<file path="config.mk">
export PLATFORM = sky130hd
export DESIGN_NAME = line_position_estimator_unit
export DESIGN_NICKNAME = d
export VERILOG_FILES = /design/src/design/lpe_pkg.sv /design/src/design/line_position_estimator_unit.sv
export SDC_FILE = /design/constraint.sdc
export NUM_CORES = 2
export LEC_CHECK = 0
export BUFFER_PORTS_ARGS = -buffer_cell sky130_fd_sc_hd__buf_4
export CAP_MARGIN = 20
export CORE_UTILIZATION = 45
export CTS_CLUSTER_DIAMETER = 40
export DETAILED_ROUTE_END_ITERATION = 10
export PLACE_DENSITY_LB_ADDON = 0.15
export SLEW_MARGIN = 5
export SYNTH_ARGS = -nofsm -noshare
export SYNTH_HDL_FRONTEND = slang
export SYNTH_SLANG_ARGS = --single-unit
</file>
<file path="constraint.sdc">
create_clock -name clock -period 10.9 [get_ports clock]
set_clock_uncertainty 0.05 [all_clocks]
set_input_delay 1.09 -clock clock [delete_from_list [all_inputs] [get_ports clock]]
set_output_delay 1.09 -clock clock [all_outputs]
set_load 0.01 [all_outputs]
</file>
<file path="src/design/lpe_pkg.sv">
`timescale 1ns / 1ps
// Types, constants and the weight table of the line position estimator.
package lpe_pkg;

   // Array shape
   localparam int CHANNELS      = 8;
   localparam int SAMPLE_BITS   = 10;
   localparam int CHAN_W        = $clog2(CHANNELS);
   localparam int CAL_REGS      = (CHANNELS + 1) / 2;
   localparam int CAL_IDX_W     = $clog2(CAL_REGS);
   localparam int CAL_W         = 4 * SAMPLE_BITS;
   localparam int CONTRAST_W    = 10;

   // Scaling and centroid constants
   localparam int NORM_SCALE_SH    = 10;
   localparam int WEIGHT_STEP      = 1000;
   localparam int SPAN             = WEIGHT_STEP * (CHANNELS - 1);
   localparam int CENTER           = SPAN / 2;
   localparam int POS_LIMIT        = 3500;
   localparam int SPREAD_START_MIN = 7000;

   // Datapath widths
   localparam int POS_W      = 13;
   localparam int NORM_MAG_W = SAMPLE_BITS + NORM_SCALE_SH;
   localparam int NORM_W     = NORM_MAG_W + 1;
   localparam int WEIGHT_W   = $clog2(CENTER + 1) + 1;
   localparam int PROD_W     = NORM_W + WEIGHT_W;
   localparam int ACC_W      = PROD_W + CHAN_W;
   localparam int SUM_W      = NORM_W + CHAN_W;
   localparam int DEN_W      = SUM_W;
   localparam int CNT_W      = $clog2(ACC_W + 1);
   localparam int SPREAD_W   = NORM_W + 1;

   // Saturated off-line and empty-sum positions
   localparam int POS_HIGH = (SPAN - CENTER > POS_LIMIT) ? POS_LIMIT : SPAN - CENTER;
   localparam int POS_LOW  = (CENTER > POS_LIMIT) ? -POS_LIMIT : -CENTER;

   // Register file
   localparam int CSR_DATA_W = 64;
   localparam int PADDR_W    = $clog2(8 * (CAL_REGS + 1));
   localparam int REG_IDX_W  = PADDR_W - 3;
   localparam logic [REG_IDX_W-1:0] REG_CAL_PAIR_01    = REG_IDX_W'(0);
   localparam logic [REG_IDX_W-1:0] REG_CAL_PAIR_67    = REG_IDX_W'(CAL_REGS - 1);
   localparam logic [REG_IDX_W-1:0] REG_CONTRAST_LEVEL = REG_IDX_W'(CAL_REGS);

   // Limits after reset: low 0, high full scale on both channels
   localparam logic [CAL_W-1:0] CAL_RESET = {{SAMPLE_BITS{1'b1}}, {SAMPLE_BITS{1'b0}},
                                             {SAMPLE_BITS{1'b1}}, {SAMPLE_BITS{1'b0}}};

   typedef struct packed {
      logic [SAMPLE_BITS-1:0] sample_0;
      logic [SAMPLE_BITS-1:0] sample_1;
      logic [SAMPLE_BITS-1:0] sample_2;
      logic [SAMPLE_BITS-1:0] sample_3;
      logic [SAMPLE_BITS-1:0] sample_4;
      logic [SAMPLE_BITS-1:0] sample_5;
      logic [SAMPLE_BITS-1:0] sample_6;
      logic [SAMPLE_BITS-1:0] sample_7;
   } req_word_type;

   typedef struct packed {
      logic signed [POS_W-1:0] position;
      logic                    off_line;
      logic [CHAN_W-1:0]       last_channel;
   } rsp_word_type;

   typedef enum logic [2:0] {
      ST_IDLE,
      ST_LOAD,
      ST_DIV,
      ST_ACC,
      ST_CHECK,
      ST_POS,
      ST_FINISH
   } lpe_state_type;

   // Channel weight relative to the array center
   function automatic logic signed [WEIGHT_W-1:0] chan_weight(input logic [CHAN_W-1:0] ch);
      return WEIGHT_W'(WEIGHT_STEP * int'(ch) - CENTER);
   endfunction

endpackage

</file>
<file path="src/design/line_position_estimator_unit.sv">
`timescale 1ns / 1ps
// Line position estimator: per-channel normalization and centroid on one shared divider.
// A channel with degenerate limits skips its normalization division, and an off-line scan
//   skips the centroid division.
// One scan at a time: the next word is taken only in idle. The shared divider makes one bit per cycle
//   (20 steps per channel normalization, 37 steps for the centroid quotient).
// The next word is taken while a finished result still waits in the output register.
// Reset (synchronous, active high): idle, no result pending, limits low 0 / high full
//   scale, contrast 0, strongest channel 0.
module line_position_estimator_unit
   import lpe_pkg::*;
(
   input  logic                  clock,
   input  logic                  reset,
   input  logic                  req_valid,
   output logic                  req_ready,
   input  req_word_type          req_data,
   output logic                  rsp_valid,
   input  logic                  rsp_ready,
   output rsp_word_type          rsp_data,
   input  logic                  psel,
   input  logic                  penable,
   input  logic                  pwrite,
   input  logic [PADDR_W-1:0]    paddr,
   input  logic [CSR_DATA_W-1:0] pwdata,
   output logic [CSR_DATA_W-1:0] prdata,
   output logic                  pready
);

   // Control state
   lpe_state_type state_ff, state_in;
   logic [CAL_W-1:0]      cal_ff [CAL_REGS];
   logic [CONTRAST_W-1:0] contrast_ff;
   logic [CHAN_W-1:0]     strongest_ff, strongest_in;
   logic                  rsp_valid_ff, rsp_valid_in;

   // Working registers
   logic [SAMPLE_BITS-1:0]    samp_ff [CHANNELS];
   logic [SAMPLE_BITS-1:0]    samp_in [CHANNELS];
   logic [CHAN_W-1:0]         chan_ff, chan_in;
   logic                      final_ff, final_in;
   logic                      neg_ff, neg_in;
   logic [CNT_W-1:0]          cnt_ff, cnt_in;
   logic [DEN_W-1:0]          rem_ff, rem_in;
   logic [DEN_W-1:0]          den_ff, den_in;
   logic [ACC_W-1:0]          quo_ff, quo_in;
   logic signed [ACC_W-1:0]   wsum_ff, wsum_in;
   logic signed [SUM_W-1:0]   nsum_ff, nsum_in;
   logic signed [NORM_W-1:0]  max_ff, max_in;
   logic signed [NORM_W-1:0]  min_ff, min_in;
   logic signed [NORM_W-1:0]  best_ff, best_in;
   logic [CHAN_W-1:0]         best_idx_ff, best_idx_in;
   logic                      best_hit_ff, best_hit_in;
   logic signed [POS_W-1:0]   pos_ff, pos_in;
   logic                      off_ff, off_in;
   rsp_word_type              rsp_data_ff, rsp_data_in;

   // Sequencer controls
   logic do_accept, do_load, do_step, do_acc, do_check, do_pos, do_finish;

   // Datapath wires
   logic [CAL_W-1:0]            cur_cal;
   logic [SAMPLE_BITS-1:0]      cur_lo, cur_hi, cur_s, off_mag;
   logic signed [SAMPLE_BITS:0] off_raw, span_raw;
   logic                        degenerate;
   logic [DEN_W:0]              rem_sh;
   logic [DEN_W+1:0]            trial;
   logic                        fits;
   logic signed [NORM_W-1:0]    n_mag, n_cur;
   logic signed [PROD_W-1:0]    prod;
   logic signed [SPREAD_W-1:0]  spread, half_contrast;
   logic                        offline_now;
   logic [POS_W-1:0]            pos_mag;
   logic [REG_IDX_W-1:0]        csr_idx;
   logic                        csr_write;

   // Register file access
   assign pready    = 1'b1;
   assign csr_idx   = paddr[PADDR_W-1:3];
   assign csr_write = psel && penable && pwrite;

   always_comb begin
      case (csr_idx) inside
         [REG_CAL_PAIR_01:REG_CAL_PAIR_67]: begin
            prdata = CSR_DATA_W'(cal_ff[csr_idx[CAL_IDX_W-1:0]]);
         end
         REG_CONTRAST_LEVEL: begin
            prdata = CSR_DATA_W'(contrast_ff);
         end
         default: begin
            prdata = '0;
         end
      endcase
   end

   // Next state
   always_comb begin
      state_in = state_ff;
      case (state_ff)
         ST_IDLE: begin
            if (req_valid) state_in = ST_LOAD;
         end
         ST_LOAD: begin
            state_in = degenerate ? ST_ACC : ST_DIV;
         end
         ST_DIV: begin
            if (cnt_ff == CNT_W'(1)) state_in = final_ff ? ST_POS : ST_ACC;
         end
         ST_ACC: begin
            state_in = (chan_ff == CHAN_W'(CHANNELS - 1)) ? ST_CHECK : ST_LOAD;
         end
         ST_CHECK: begin
            state_in = (offline_now || nsum_ff <= 0) ? ST_FINISH : ST_DIV;
         end
         ST_POS: begin
            state_in = ST_FINISH;
         end
         ST_FINISH: begin
            if (!rsp_valid_ff || rsp_ready) state_in = ST_IDLE;
         end
         default: begin
            state_in = ST_IDLE;
         end
      endcase
   end

   // Sequencer outputs
   always_comb begin
      req_ready = 1'b0;
      do_load   = 1'b0;
      do_step   = 1'b0;
      do_acc    = 1'b0;
      do_check  = 1'b0;
      do_pos    = 1'b0;
      do_finish = 1'b0;
      case (state_ff)
         ST_IDLE:   req_ready = 1'b1;
         ST_LOAD:   do_load   = 1'b1;
         ST_DIV:    do_step   = 1'b1;
         ST_ACC:    do_acc    = 1'b1;
         ST_CHECK:  do_check  = 1'b1;
         ST_POS:    do_pos    = 1'b1;
         ST_FINISH: do_finish = !rsp_valid_ff || rsp_ready;
         default:   req_ready = 1'b0;
      endcase
   end

   assign do_accept = req_valid && req_ready;

   // Limits and sample of the current channel
   always_comb begin
      cur_cal  = cal_ff[chan_ff[CHAN_W-1:1]];
      cur_lo   = chan_ff[0] ? cur_cal[3*SAMPLE_BITS-1:2*SAMPLE_BITS] : cur_cal[SAMPLE_BITS-1:0];
      cur_hi   = chan_ff[0] ? cur_cal[4*SAMPLE_BITS-1:3*SAMPLE_BITS]
                            : cur_cal[2*SAMPLE_BITS-1:SAMPLE_BITS];
      cur_s    = samp_ff[chan_ff];
      off_raw  = $signed({1'b0, cur_s}) - $signed({1'b0, cur_lo});
      span_raw = $signed({1'b0, cur_hi}) - $signed({1'b0, cur_lo});
      degenerate = span_raw[SAMPLE_BITS] || (span_raw == '0);
      off_mag  = off_raw[SAMPLE_BITS] ? SAMPLE_BITS'(-off_raw) : off_raw[SAMPLE_BITS-1:0];
   end

   // Shared divider: one restoring step per cycle
   always_comb begin
      rem_sh = {rem_ff, quo_ff[ACC_W-1]};
      trial  = {1'b0, rem_sh} - {2'b00, den_ff};
      fits   = !trial[DEN_W+1];
   end

   // Normalized value, weighted term, spread test, saturated quotient
   always_comb begin
      n_mag   = $signed({1'b0, quo_ff[NORM_MAG_W-1:0]});
      n_cur   = neg_ff ? -n_mag : n_mag;
      prod    = n_cur * chan_weight(chan_ff);
      spread  = SPREAD_W'(max_ff) - SPREAD_W'(min_ff);
      half_contrast = $signed(SPREAD_W'(contrast_ff >> 1));
      offline_now   = spread < half_contrast;
      pos_mag = (quo_ff > ACC_W'(POS_LIMIT)) ? POS_W'(POS_LIMIT) : quo_ff[POS_W-1:0];
   end

   // Datapath next values
   always_comb begin
      samp_in     = samp_ff;
      chan_in     = chan_ff;
      final_in    = final_ff;
      neg_in      = neg_ff;
      cnt_in      = cnt_ff;
      rem_in      = rem_ff;
      den_in      = den_ff;
      quo_in      = quo_ff;
      wsum_in     = wsum_ff;
      nsum_in     = nsum_ff;
      max_in      = max_ff;
      min_in      = min_ff;
      best_in     = best_ff;
      best_idx_in = best_idx_ff;
      best_hit_in = best_hit_ff;
      pos_in      = pos_ff;
      off_in      = off_ff;
      strongest_in = strongest_ff;
      rsp_data_in = rsp_data_ff;
      rsp_valid_in = rsp_valid_ff && !rsp_ready;

      // Take a new word and clear the accumulators
      if (do_accept) begin
         samp_in[0]  = req_data.sample_0;
         samp_in[1]  = req_data.sample_1;
         samp_in[2]  = req_data.sample_2;
         samp_in[3]  = req_data.sample_3;
         samp_in[4]  = req_data.sample_4;
         samp_in[5]  = req_data.sample_5;
         samp_in[6]  = req_data.sample_6;
         samp_in[7]  = req_data.sample_7;
         chan_in     = '0;
         final_in    = 1'b0;
         wsum_in     = '0;
         nsum_in     = '0;
         max_in      = '0;
         min_in      = NORM_W'(SPREAD_START_MIN);
         best_in     = '0;
         best_idx_in = '0;
         best_hit_in = 1'b0;
      end

      // Set up the normalization of one channel
      if (do_load) begin
         rem_in = '0;
         cnt_in = CNT_W'(NORM_MAG_W);
         den_in = DEN_W'(span_raw[SAMPLE_BITS-1:0]);
         if (degenerate) begin
            quo_in = '0;
            neg_in = 1'b0;
         end else begin
            quo_in = {off_mag, {(ACC_W - SAMPLE_BITS){1'b0}}};
            neg_in = off_raw[SAMPLE_BITS];
         end
      end

      // Advance the divider
      if (do_step) begin
         rem_in = fits ? trial[DEN_W-1:0] : rem_sh[DEN_W-1:0];
         quo_in = {quo_ff[ACC_W-2:0], fits};
         cnt_in = cnt_ff - CNT_W'(1);
      end

      // Fold the normalized value into sums, spread and strongest candidate
      if (do_acc) begin
         wsum_in = wsum_ff + ACC_W'(prod);
         nsum_in = nsum_ff + SUM_W'(n_cur);
         if (n_cur > max_ff) max_in = n_cur;
         if (n_cur < min_ff) min_in = n_cur;
         if (n_cur > best_ff) begin
            best_in     = n_cur;
            best_idx_in = chan_ff;
            best_hit_in = 1'b1;
         end
         chan_in = chan_ff + CHAN_W'(1);
      end

      // Decide off-line, update strongest channel, start the centroid division
      if (do_check) begin
         off_in = offline_now;
         if (offline_now) begin
            pos_in = (strongest_ff == CHAN_W'(CHANNELS - 1)) ? POS_W'(POS_HIGH)
                                                           : POS_W'(POS_LOW);
         end else begin
            if (best_hit_ff) strongest_in = best_idx_ff;
            pos_in   = POS_W'(POS_LOW);
            rem_in   = '0;
            cnt_in   = CNT_W'(ACC_W);
            den_in   = nsum_ff[DEN_W-1:0];
            neg_in   = wsum_ff[ACC_W-1];
            quo_in   = wsum_ff[ACC_W-1] ? ACC_W'(-wsum_ff) : wsum_ff;
            final_in = 1'b1;
         end
      end

      // Saturate and sign the centroid
      if (do_pos) begin
         pos_in = neg_ff ? -$signed(pos_mag) : $signed(pos_mag);
      end

      // Hand the result word to the output register
      if (do_finish) begin
         rsp_valid_in             = 1'b1;
         rsp_data_in.position     = pos_ff;
         rsp_data_in.off_line     = off_ff;
         rsp_data_in.last_channel = strongest_ff;
      end
   end

   // Control registers
   always_ff @(posedge clock) begin
      if (reset) begin
         state_ff     <= ST_IDLE;
         rsp_valid_ff <= 1'b0;
         strongest_ff <= '0;
         contrast_ff  <= '0;
         for (int i = 0; i < CAL_REGS; i++) begin
            cal_ff[i] <= CAL_RESET;
         end
      end else begin
         state_ff     <= state_in;
         rsp_valid_ff <= rsp_valid_in;
         strongest_ff <= strongest_in;
         if (csr_write) begin
            case (csr_idx) inside
               [REG_CAL_PAIR_01:REG_CAL_PAIR_67]: begin
                  cal_ff[csr_idx[CAL_IDX_W-1:0]] <= pwdata[CAL_W-1:0];
               end
               REG_CONTRAST_LEVEL: begin
                  contrast_ff <= pwdata[CONTRAST_W-1:0];
               end
               default: begin
                  contrast_ff <= contrast_ff;
               end
            endcase
         end
      end
   end

   // Payload registers
   always_ff @(posedge clock) begin
      samp_ff     <= samp_in;
      chan_ff     <= chan_in;
      final_ff    <= final_in;
      neg_ff      <= neg_in;
      cnt_ff      <= cnt_in;
      rem_ff      <= rem_in;
      den_ff      <= den_in;
      quo_ff      <= quo_in;
      wsum_ff     <= wsum_in;
      nsum_ff     <= nsum_in;
      max_ff      <= max_in;
      min_ff      <= min_in;
      best_ff     <= best_in;
      best_idx_ff <= best_idx_in;
      best_hit_ff <= best_hit_in;
      pos_ff      <= pos_in;
      off_ff      <= off_in;
      rsp_data_ff <= rsp_data_in;
   end

   assign rsp_valid = rsp_valid_ff;
   assign rsp_data  = rsp_data_ff;

`ifndef NO_ASSERTIONS
   // Divider remainder stays below the divisor
   a_rem_below_den: assert property (@(posedge clock) disable iff (reset)
      (state_ff == ST_DIV) |-> (rem_ff < den_ff))
      else $error("divider remainder not below divisor");

   // A normalization quotient fits its magnitude width
   a_norm_fits: assert property (@(posedge clock) disable iff (reset)
      (state_ff == ST_ACC) |-> (quo_ff[ACC_W-1:NORM_MAG_W] == '0))
      else $error("normalized value overflows");

   // A pending result lies within the saturation limits
   a_pos_range: assert property (@(posedge clock) disable iff (reset)
      rsp_valid |-> (rsp_data.position <= POS_W'(POS_LIMIT) &&
                     rsp_data.position >= -POS_W'(POS_LIMIT)))
      else $error("position outside saturation range");

   // An accepted word starts at the first channel
   a_start_chan0: assert property (@(posedge clock) disable iff (reset)
      (req_valid && req_ready) |=> (state_ff == ST_LOAD && chan_ff == '0 && !final_ff))
      else $error("scan did not start at channel zero");
`endif

endmodule

</file>
==> results.md <==
| Step | Metric | This run |
| --- | --- | --- |
| worst setup path | Highest fanout seen on the critical path | 37 |
| synth | Area share of and/or/nand/nor cells after synthesis | 13.1% |
| timing | Max-slew headroom at the worst pin | 25.4% |
| floorplan | Vert. Die Dim | 297 um |
| run status | Result of the run | completed |
| worst setup path | Cell repeated most along the worst path | sky130_fd_sc_hd__fa_1 |
| cts | Clock Pin Slew Worst Setup and Hold Paths | 0.06 ns |
| cts | Number of setup buffers added after CTS | 0 |
| cells and area | Area added between synthesis and finish | 16.2% |
| synth | Async set or reset register ratio after synthesis | 0% |
| worst hold path | Hold Path Cell Cnt | 0 |
| synth | Sequential share of the synthesized area | 34.8% |
| timing | Unrepaired setup endpoints after global routing | false |
| timing | Clock period minus final worst setup slack | 9.43 ns |
| cts | Number of clock buffers inserted by TritonCTS | 95 |
| cells and area | Fill cells | 7731 |
| detailed routing | Via density per instance | 5.45 |
| detailed routing | Routed Antenna Nets | 0 |
| synth | Number of synthesized register bits | 512 |
| synth | Largest family of logic cells by synthesized area | adder cells |
| cells and area | Share of cells above drive strength 1 | 14.5% |
| cells and area | Post-layout net count | 4811 |
| cells and area | Number of standard cells in the final layout excluding fillers | 5338 |
| timing | Total negative slack | 0 ns |
| floorplan | Area enclosed by the die boundary | 0.0880 sq mm |
| cells and area | Multi-input combinational cell area | 0.0228 sq mm |
| timing | Top achievable clock speed | 106 MHz |
| synth | Post-synthesis cell count | 3919 |
| cts | TritonCTS clock tree | done |
| timing | Final Hold Violating Endpoints | 0 |
| worst setup path | Delay of the slowest critical-path stage | 0.60 ns |
| worst setup path | Worst Setup Path Type | flop to flop |
| synth | Adder-cell share of the synthesized area | 22.5% |
| cts | Number of gates given a new drive strength after cts | 0 |
| worst setup path | CP arrival | 9.80 ns |
| flow run | Number of violations of the max-capacitance limit | 0 |
| global routing | Number of global-route vias before repair | 29400 |
| floorplan | Starting Density | 45.6% |
| floorplan | Die X-Extent | 297 um |
| worst setup path | Depth of the most critical reg-to-reg path | 29 |
| timing | Fin. max-slew vios | 0 |
| floorplan | Core footprint | 0.0855 sq mm |
| synth | Post-synthesis compound-gate area fraction | 10.2% |
| cts | Deepest clock path buffer count | 3 |
| timing | Tightest Pin Transition | 1.12 ns |
| placed design | Placed Instance Area | 0.0418 sq mm |
| worst setup path | Data required time at the worst endpoint | 11.26 ns |
| synth | Netlist Area Pre-Place | 0.0391 sq mm |
| synth | Syn. warnings | 0 |
| cts | CTS root buffer | sky130_fd_sc_hd__clkbuf_16 |
| detailed routing | Via count of the routed design | 29100 |
| synth | Syn Area/Cell | 9.96 sq um |
| cells and area | Final cell utilization of the core | 53.1% |
| synth | Post-synth EDFFs | 333 |
| detailed routing | Routed wire length | 106000 um |
| global routing | Largest net degree at the start of global routing | 89 |
| timing | Period utilisation layout | 86.5% |
| cells and area | Post-layout instance area | 0.0454 sq mm |
| worst setup path | Startpoint kind of the worst setup timing path | flop |
| synth | Distinct cell type count after synthesis | 76 |
| global routing | Wire length of the first global-routing pass | 166000 um |
| placed design | Placed instance count | 5155 |
| placed design | Buffers added on ports | 188 |
| detailed routing | DRC violation total after the first TritonRoute iteration | 2035 |
| detailed routing | Number of remaining DRC errors | 0 |
| global routing | Antenna violations before repair | 4 |
| worst setup path | Worst setup EP type | flop |
| synth | Share of cell area taken by muxes after synthesis | 8.72% |
| timing | Endpoints failing setup | 0 |
| cells and area | Total area of sequential cells | 0.0136 sq mm |
| worst setup path | CP max-delay cell | sky130_fd_sc_hd__buf_4 |
| cts | CTS sink count | 512 |
| global routing | Total global routing track utilization | 24.7% |
| placed design | HPWL after detailed placement | 76200 um |
| floorplan | Number of placement rows | 107 |
| detailed routing | Drt pass-1 iters | 8 |
| cts | H-tree lvl count | 3 |
| placed design | Last weighted congestion value of the routability-driven placer | 0.893 |
| floorplan | Top-level port count | 241 |
| global routing | GR Overflow Total | 0 |
| synth | Main synth FF type | sky130_fd_sc_hd__edfxtp_1 |
| worst hold path | Worst Hold Class | flop to flop |
| detailed routing | Average wire per standard cell | 19.8 um |
| synth | Fraction of synthesized cell area in xor and xnor cells | 3.32% |
| cts | Worst-skew pair later-pin latency | 0.66 ns |
| cts | Hold-fix buffer count after cts | 0 |
[worst max-delay path: cells and delay by family, from the launching register on]
family | cells | cell delay (ns)
AO/OA/AOI/OAI | 8 | 2.08
XOR/XNOR | 1 | 0.15
adder cells (fa/ha/maj) | 11 | 4.85
buffers and inverters | 5 | 1.08
flip-flops | 1 | 0.38
multiplexers | 1 | 0.25
AND/OR/NAND/NOR | 3 | 0.32
[layout make-up]
cell class / instances / share of cell area (%)
Sequential cell: 512 / 29.9
Clock inverter: 68 / 1.95
Antenna cell: 1 / 0.00551
Inverter: 544 / 4.50
Timing Repair Buffer: 266 / 4.45
Multi-Input combinational cell: 2691 / 50.2
Clock buffer: 112 / 5.81
Tap cell: 1144 / 3.15
[metrics by stage]
step	setup slack (ns)	hold slack [ns]
after floorplan	2.46	0.350
after global placement	1.52	0.354
after detailed placement	1.47	0.355
after CTS	1.44	0.369
after global routing	0.838	0.372
final	1.47	0.367
[worst paths after layout]
path	startpoint	endpoint	slack, ns
max	chan_ff[0]$_SDFFCE_PN0N_	wsum_ff[35]$_SDFFCE_PN0N_	1.47
min	pos_ff[2]$_SDFFCE_PP1P_	rsp_data[6]$_DFFE_PP_	0.37
max reg2reg	chan_ff[0]$_SDFFCE_PN0N_	wsum_ff[35]$_SDFFCE_PN0N_	1.47
min reg2reg	pos_ff[2]$_SDFFCE_PP1P_	rsp_data[6]$_DFFE_PP_	0.37
[synth_stat cells (31+ instances only)]
cell,count,area (sq um)
sky130_fd_sc_hd__inv_1,542,2030
sky130_fd_sc_hd__nor2_1,415,1560
sky130_fd_sc_hd__nand2_1,348,1310
sky130_fd_sc_hd__edfxtp_1,333,10000
sky130_fd_sc_hd__ha_1,282,3530
sky130_fd_sc_hd__fa_1,262,5250
sky130_fd_sc_hd__dfxtp_1,179,3580
sky130_fd_sc_hd__o21ai_0,173,866
sky130_fd_sc_hd__clkbuf_1,143,537
sky130_fd_sc_hd__a21oi_1,136,681
sky130_fd_sc_hd__mux4_2,100,2250
sky130_fd_sc_hd__nand3_1,100,500
sky130_fd_sc_hd__mux2i_1,87,871
sky130_fd_sc_hd__xnor2_1,76,666
sky130_fd_sc_hd__xor2_1,72,631
sky130_fd_sc_hd__nor2b_1,58,363
sky130_fd_sc_hd__nor3_1,52,260
sky130_fd_sc_hd__a21o_1,50,375
sky130_fd_sc_hd__nand2b_1,45,282
sky130_fd_sc_hd__o21a_1,39,293
sky130_fd_sc_hd__a211oi_1,31,233
[logic make-up after synthesis]
family,after synthesis
multiplexers,212
AND/OR/NAND/NOR,1145
adder cells (fa/ha/maj),544
XOR/XNOR,148
buffers and inverters,739
AO/OA/AOI/OAI,617
flip-flops,512
other,2
[state kept, by name, summed over array words and instances, names as in the netlist, 24 cells and up, named ones only]
name,flops
cal_ff,160
den_ff,24
nsum_ff,24
quo_ff,37
rem_ff,24
samp_ff,80
wsum_ff,35
[metal layers]
layer	wire length, um	GRT usage, %	vias to the layer above	part of all wire [%]
met5	13	0	-	0.012
met4	3580	8.34	2	3.4
met3	7220	5.27	194	6.8
met2	49700	40.7	863	47
met1	45100	32.3	14200	43
li1	-	-	13800	-
[cell usage in the layout, fill, tap and decap left out, types with 21 or more instances in the layout]
| cell type | n |
|---|---|
| sky130_fd_sc_hd__inv_1 | 541 |
| sky130_fd_sc_hd__nor2_1 | 410 |
| sky130_fd_sc_hd__nand2_1 | 347 |
| sky130_fd_sc_hd__edfxtp_1 | 333 |
| sky130_fd_sc_hd__ha_1 | 282 |
| sky130_fd_sc_hd__buf_4 | 264 |
| sky130_fd_sc_hd__fa_1 | 262 |
| sky130_fd_sc_hd__dfxtp_1 | 177 |
| sky130_fd_sc_hd__o21ai_0 | 172 |
| sky130_fd_sc_hd__a21oi_1 | 136 |
| sky130_fd_sc_hd__clkbuf_16 | 101 |
| sky130_fd_sc_hd__nand3_1 | 100 |
| sky130_fd_sc_hd__mux4_2 | 100 |
| sky130_fd_sc_hd__mux2i_1 | 87 |
| sky130_fd_sc_hd__xnor2_1 | 75 |
| sky130_fd_sc_hd__xor2_1 | 71 |
| sky130_fd_sc_hd__nor2b_1 | 58 |
| sky130_fd_sc_hd__a21o_1 | 50 |
| sky130_fd_sc_hd__nor3_1 | 50 |
| sky130_fd_sc_hd__nand2b_1 | 45 |
| sky130_fd_sc_hd__o21a_1 | 39 |
| sky130_fd_sc_hd__a211oi_1 | 31 |
| sky130_fd_sc_hd__nand4_1 | 27 |
| sky130_fd_sc_hd__a22oi_1 | 26 |
| sky130_fd_sc_hd__o31ai_1 | 25 |
| sky130_fd_sc_hd__mux2_2 | 25 |
| sky130_fd_sc_hd__conb_1 | 25 |
| sky130_fd_sc_hd__a31oi_1 | 22 |
| sky130_fd_sc_hd__and2_1 | 21 |
Power is left out: the tool's default activity adds up to more than one toggle a clock period on the data nets, which glitch-free logic cannot reach.
